$ cat src/design/gphm_pkg.sv
// Shared types, codes and constants of the group-probed hash map.
package gphm_pkg;

   // Default sizing handed to the top-level parameters
   localparam int DEF_CAPACITY    = 1024;
   localparam int DEF_GROUP_SIZE  = 16;
   localparam int DEF_VALUE_WIDTH = 32;

   // Mixer constants and slot markers
   localparam logic [63:0] MIX_MUL_A = 64'hbf58476d1ce4e5b9;
   localparam logic [63:0] MIX_MUL_B = 64'h94d049bb133111eb;
   localparam int          MIX_SHIFT_A = 30;
   localparam int          MIX_SHIFT_B = 27;
   localparam int          MIX_SHIFT_C = 31;
   localparam logic [7:0]  TAG_EMPTY   = 8'h80;
   localparam int          TAG_BITS    = 7;

   // Hash sequencer schedule (mix counter values)
   localparam logic [3:0] MIX_LOAD_A  = 4'd0;
   localparam logic [3:0] MIX_LOAD_B  = 4'd5;
   localparam logic [3:0] MIX_FINISH  = 4'd10;
   localparam logic [3:0] MIX_PROBE   = 4'd11;

   // Operation codes; unused codes act as a lookup
   typedef enum logic [2:0] {
      OP_LOOKUP = 3'd0,
      OP_SET    = 3'd1,
      OP_ACCUM  = 3'd2,
      OP_KEEPMIN = 3'd3,
      OP_FETCH  = 3'd4,
      OP_CLEAR  = 3'd5
   } op_type;

   // Partial-product selection of the 64-bit multiply
   typedef enum logic [1:0] {
      MUL_LO_LO = 2'd0,
      MUL_LO_HI = 2'd1,
      MUL_HI_LO = 2'd2
   } mul_sel_type;

   // Commands from the controller to the datapath
   typedef struct packed {
      logic        latch_req;
      logic        mix_load;
      logic        mix_mid;
      logic        second;
      logic        mul_go;
      mul_sel_type mul_sel;
      logic        acc_load;
      logic        acc_add;
      logic        hash_fin;
      logic        probe_start;
      logic        probe_run;
      logic        update;
      logic        clr_start;
      logic        clr_step;
      logic        clr_rsp;
   } cmd_type;

   // Status from the datapath to the controller
   typedef struct packed {
      logic probe_done;
      logic clr_last;
   } sts_type;

endpackage

$ cat src/design/gphm_ctrl.sv
// Controller state machine of the group-probed hash map.
module gphm_ctrl (
   input  logic              clock,
   input  logic              reset,
   input  logic              req_valid,
   input  logic [2:0]        req_operation,
   output logic              req_stall,
   output logic              rsp_valid,
   input  logic              rsp_stall,
   input  gphm_pkg::sts_type sts,
   output gphm_pkg::cmd_type cmd
);

   typedef enum logic [5:0] {
      ST_CLEAR  = 6'b000001,
      ST_IDLE   = 6'b000010,
      ST_MIX    = 6'b000100,
      ST_PROBE  = 6'b001000,
      ST_UPDATE = 6'b010000,
      ST_DONE   = 6'b100000
   } state_type;

   state_type  state_ff, state_in;
   logic [3:0] mix_cnt_ff, mix_cnt_in;
   logic       clr_pend_ff, clr_pend_in;
   logic       rsp_valid_ff, rsp_valid_in;
   logic       out_free;
   logic       rsp_load;

   assign out_free  = !rsp_valid_ff || !rsp_stall;
   assign req_stall = (state_ff != ST_IDLE);
   assign rsp_valid = rsp_valid_ff;

   // Sequence one transaction
   always_comb begin
      state_in    = state_ff;
      mix_cnt_in  = mix_cnt_ff;
      clr_pend_in = clr_pend_ff;
      rsp_load    = 1'b0;
      cmd         = '0;
      unique case (state_ff)
         ST_IDLE: begin
            if (req_valid) begin
               cmd.latch_req = 1'b1;
               if (req_operation == gphm_pkg::OP_CLEAR) begin
                  cmd.clr_start = 1'b1;
                  clr_pend_in   = 1'b1;
                  state_in      = ST_CLEAR;
               end else begin
                  mix_cnt_in = '0;
                  state_in   = ST_MIX;
               end
            end
         end
         ST_CLEAR: begin
            cmd.clr_step = 1'b1;
            if (sts.clr_last) begin
               state_in = clr_pend_ff ? ST_DONE : ST_IDLE;
            end
         end
         ST_MIX: begin
            // two multiplies, each as three partial products through one unit
            mix_cnt_in   = mix_cnt_ff + 4'd1;
            cmd.mix_load = (mix_cnt_ff == gphm_pkg::MIX_LOAD_A);
            cmd.mix_mid  = (mix_cnt_ff == gphm_pkg::MIX_LOAD_B);
            cmd.second   = (mix_cnt_ff > gphm_pkg::MIX_LOAD_B);
            cmd.hash_fin = (mix_cnt_ff == gphm_pkg::MIX_FINISH);
            if (mix_cnt_ff != gphm_pkg::MIX_LOAD_A && mix_cnt_ff < gphm_pkg::MIX_FINISH &&
                mix_cnt_ff != gphm_pkg::MIX_LOAD_B) begin
               unique case (mix_cnt_ff)
                  4'd1, 4'd6: begin
                     cmd.mul_go  = 1'b1;
                     cmd.mul_sel = gphm_pkg::MUL_LO_LO;
                  end
                  4'd2, 4'd7: begin
                     cmd.mul_go   = 1'b1;
                     cmd.mul_sel  = gphm_pkg::MUL_LO_HI;
                     cmd.acc_load = 1'b1;
                  end
                  4'd3, 4'd8: begin
                     cmd.mul_go  = 1'b1;
                     cmd.mul_sel = gphm_pkg::MUL_HI_LO;
                     cmd.acc_add = 1'b1;
                  end
                  default: begin
                     cmd.acc_add = 1'b1;
                  end
               endcase
            end
            if (mix_cnt_ff == gphm_pkg::MIX_PROBE) begin
               cmd.probe_start = 1'b1;
               state_in        = ST_PROBE;
            end
         end
         ST_PROBE: begin
            cmd.probe_run = 1'b1;
            if (sts.probe_done) begin
               state_in = ST_UPDATE;
            end
         end
         ST_UPDATE: begin
            if (out_free) begin
               cmd.update = 1'b1;
               rsp_load   = 1'b1;
               state_in   = ST_IDLE;
            end
         end
         ST_DONE: begin
            if (out_free) begin
               cmd.clr_rsp = 1'b1;
               rsp_load    = 1'b1;
               clr_pend_in = 1'b0;
               state_in    = ST_IDLE;
            end
         end
         default: begin
            state_in = ST_IDLE;
         end
      endcase
   end

   // Hold the result until it is taken
   assign rsp_valid_in = rsp_load || (rsp_valid_ff && rsp_stall);

   always_ff @(posedge clock) begin
      if (reset) begin
         state_ff     <= ST_CLEAR;
         mix_cnt_ff   <= '0;
         clr_pend_ff  <= 1'b0;
         rsp_valid_ff <= 1'b0;
      end else begin
         state_ff     <= state_in;
         mix_cnt_ff   <= mix_cnt_in;
         clr_pend_ff  <= clr_pend_in;
         rsp_valid_ff <= rsp_valid_in;
      end
   end

endmodule

$ cat config.mk
export PLATFORM = sky130hd
export DESIGN_NAME = gphm_ctrl
export DESIGN_NICKNAME = d
export VERILOG_FILES = /design/src/design/gphm_pkg.sv /design/src/design/gphm_ctrl.sv
export SDC_FILE = /design/constraint.sdc
export NUM_CORES = 1
export LEC_CHECK = 0
export BUFFER_PORTS_ARGS = -buffer_cell sky130_fd_sc_hd__buf_2
export CORE_MARGIN = 1.5
export CORE_UTILIZATION = 40
export CTS_BUF_LIST = sky130_fd_sc_hd__clkbuf_16
export DETAILED_ROUTE_END_ITERATION = 10
export PLACE_DENSITY = 0.7
export SLEW_MARGIN = 5
export SYNTH_ARGS = -nofsm -noshare
export SYNTH_HDL_FRONTEND = slang
export SYNTH_SLANG_ARGS = --single-unit
$ cat constraint.sdc
create_clock -name clock -period 2.1 [get_ports clock]
set_clock_uncertainty 0.05 [all_clocks]
set_input_delay 0.21 -clock clock [delete_from_list [all_inputs] [get_ports clock]]
set_output_delay 0.21 -clock clock [all_outputs]
set_load 0.02 [all_outputs]
==> metrics.cfg <==
[timing]
hold_viol = 0
setup_ws_ps = 66.52
min_period_over_period = 0.9683
max_freq_mhz = 491.8
holdWs_ps = 184.4
tightest_slew_ps = 433.6
final_max_slew_viol_count = 0
finalSetupViolations = 0
fin_crit_ps = 2033
slew_headroom = 0.7109

[cts]
h-tree-depth = 1
cts-buffers-inserted = 3
holdBufCountCts = 0
cts_tree = yes
clk_pin_slew_worst_paths_ps = 40
root_buffer = clkbuf_16
cts_buffer_depth = 2
cts.sinks = 12
clock_latency_ps = 240

[placed_design]
dp_slack_ps = 100.1
gp_congestion = 0.7922
dp_cells = 166
portBuffers = 26
place_hpwl_mm = 1.670
placed_cell_area_mm2 = 0.001070

[synthesis]
netlist_area_um2 = 918.4
syn_inst = 114
synth_compound_area_frac = 0.1975
synth_top_family_by_area = simple AND/OR/NAND/NOR gates
async_flop_share = 0
ys_seq_area_frac = 0.2616
avgSynthCellArea_um2 = 8.056
syn-num-nets = 128
synth_mux_area_frac = 0.01090
ys_types = 44
ys_ff_latch = 12
synth_edf_count = 0
synth_fa_ha_area_frac = 0.06812
ys.flop_type = dfxtp_1
yosys.area_share.xor_xnor = 0.01907
yosys_warnings = 0
synthSimpleGateAreaFrac = 0.3747

[worst_setup_path]
crit_family = compound AO/OA/AOI/OAI gates
worst_setup_path_start_kind = flip-flop
timing.critical_path.buf_inv = 2
r2r_start = mix_cnt_ff[0]
cp.required_ps = 1840
crit_chain = inv_2 > ha_2 > or2_2 > a21oi_2 > o21ai_2 > a221oi_2 > buf_4
max_stage_delay_ps = 350
rr_endpoint = state_ff[2]
critical_path_arrival_ps = 1770
r2r_cells = 7
end_kind = output port
slowest_stage = dfxtp_2
crit_type = flip-flop to output port
cp_max_fo = 5
crit_start = mix_cnt_ff[1]
r2r_slack_ps = 200

[route]
vias = 939
first_pass_iters = 4
avgViaCountPerCell = 5.428
wl_per_cell_um = 13.45
met1_length_mm = 1.016
highest_layer = met4
wl_met3_um = 116
drc = 0
route.met2.wl_mm = 1.179
postRouteWirelength_mm = 2.327
ant_nets = 0
first_iter_violations = 18

[global_route]
grt_pass1_vias = 865
antenna_found_initial = 0
grt.total_usage = 0.1862
grt_pass1_wl_mm = 3.774
grt_max_degree = 16
gr-total-overflow = 0

[power]
ir_drop_mv = 0.3501
p_per_area_mw_per_mm2 = 586.7
fin_total_pwr_mw = 0.7231
leakagePower_nw = 0.5178

[die]
core_region_area_mm2 = 0.002191
die_h_um = 50.92
initial_core_util = 0.4192
die_area_mm2 = 0.002592
io_pins = 27
die_w_um = 50.92
rows = 17

[hold_path]
hold_depth = 2
hp-start = req_valid
worstHoldPathType = input pin to flip-flop
whs_endpoint = state_ff[1]

[outcome]
status = finished clean

[cells_and_area]
final_cell_mix = buf_2, nand2_1, nor2_1
mostFrequentLayoutCell = buf_2
fin_cells = 173
fillers = 197
fin_nets = 161
areaGrowthSynthToFinish_pct = 34.20
final_cell_area_mm2 = 0.001232
layout-drive-gt1-share = 0.4276
antenna_cells = 0

[run]
drv_cap = 0

## synthesized netlist by cell type (2+ instances only)
cell | number | area, um2
clkbuf_1 | 2 | 7.510
inv_1 | 8 | 30.03
ha_1 | 5 | 62.56
a21oi_1 | 9 | 45.04
nor3_1 | 5 | 25.02
nor4_1 | 3 | 18.77
nor4_4 | 2 | 42.54
dfxtp_1 | 12 | 240.2
nand2b_1 | 3 | 18.77
a211oi_1 | 2 | 15.01
o32ai_1 | 2 | 17.52
or2_2 | 3 | 18.77
nand3b_1 | 3 | 22.52
nand2_1 | 15 | 56.30
nor2_1 | 11 | 41.29
## cell type report
cell class | count | area, um2 | area share
multi-input cells | 89 | 658.1 | 0.5340
flip-flops and latches | 12 | 245.2 | 0.1990
well taps | 28 | 35.03 | 0.02843
clock buffers | 3 | 75.07 | 0.06091
repair buffers | 32 | 185.2 | 0.1503
inverters | 9 | 33.78 | 0.02741
## logic make-up after synthesis
logic type	Yosys count
and+or+nand+nor	57
AOI/OAI and AO/OA	24
buffers and inverters	13
DFF	12
adders and majority gates	5
xor gates and xnor gates	2
muxes	1
## timing repair
action                                  CTS  global route
setup buffers                             1             3
endpoints found under the setup margin    5             8
gates resized for setup                   5            13
pin swaps                                 0             1
## where the power goes
part | internal [mW] | switching [mW] | total [mW] | leakage, nW
Clock | 0.248 | 0.0961 | 0.344 | 0.0370
Combinational | 0.0572 | 0.0704 | 0.128 | 0.382
Sequential | 0.237 | 0.0143 | 0.252 | 0.0989
## metal layers
layer,GRT usage,up-vias
met5,0,-
met4,0.06757,0
met3,0.02924,2
met2,0.3333,31
met1,0.2218,436
li1,-,470
## sequential cells by signal, summed over array words and instances (netlist names)
name,count
clr_pend_ff,1
mix_cnt_ff,4
rsp_valid,1
state_ff,6
## through the flow
| step | setup TNS [ps] | util |
|---|---|---|
| 6_report | 0 | 0.5625 |
| 5_1_grt | -13.32 | 0.5625 |
| 4_1_cts | 0 | 0.5317 |
| 3_5_place_dp | 0 | 0.4883 |
| 3_3_place_gp | 0 | 0.4883 |
| 2_1_floorplan | 0 | - |
## how the worst max path moves through the flow
| stage | to | slack (ps) | cells after the start |
|---|---|---|---|
| after floorplan | cmd[11] | 50 | 6 |
| final | cmd[11] | 70 | 7 |
| after global placement | cmd[11] | 180 | 7 |
| after detailed placement | cmd[11] | 100 | 7 |
| after global routing | cmd[9] | -10 | 7 |
| after CTS | cmd[11] | 5 | 7 |
(Power assumes the default switching activity.)
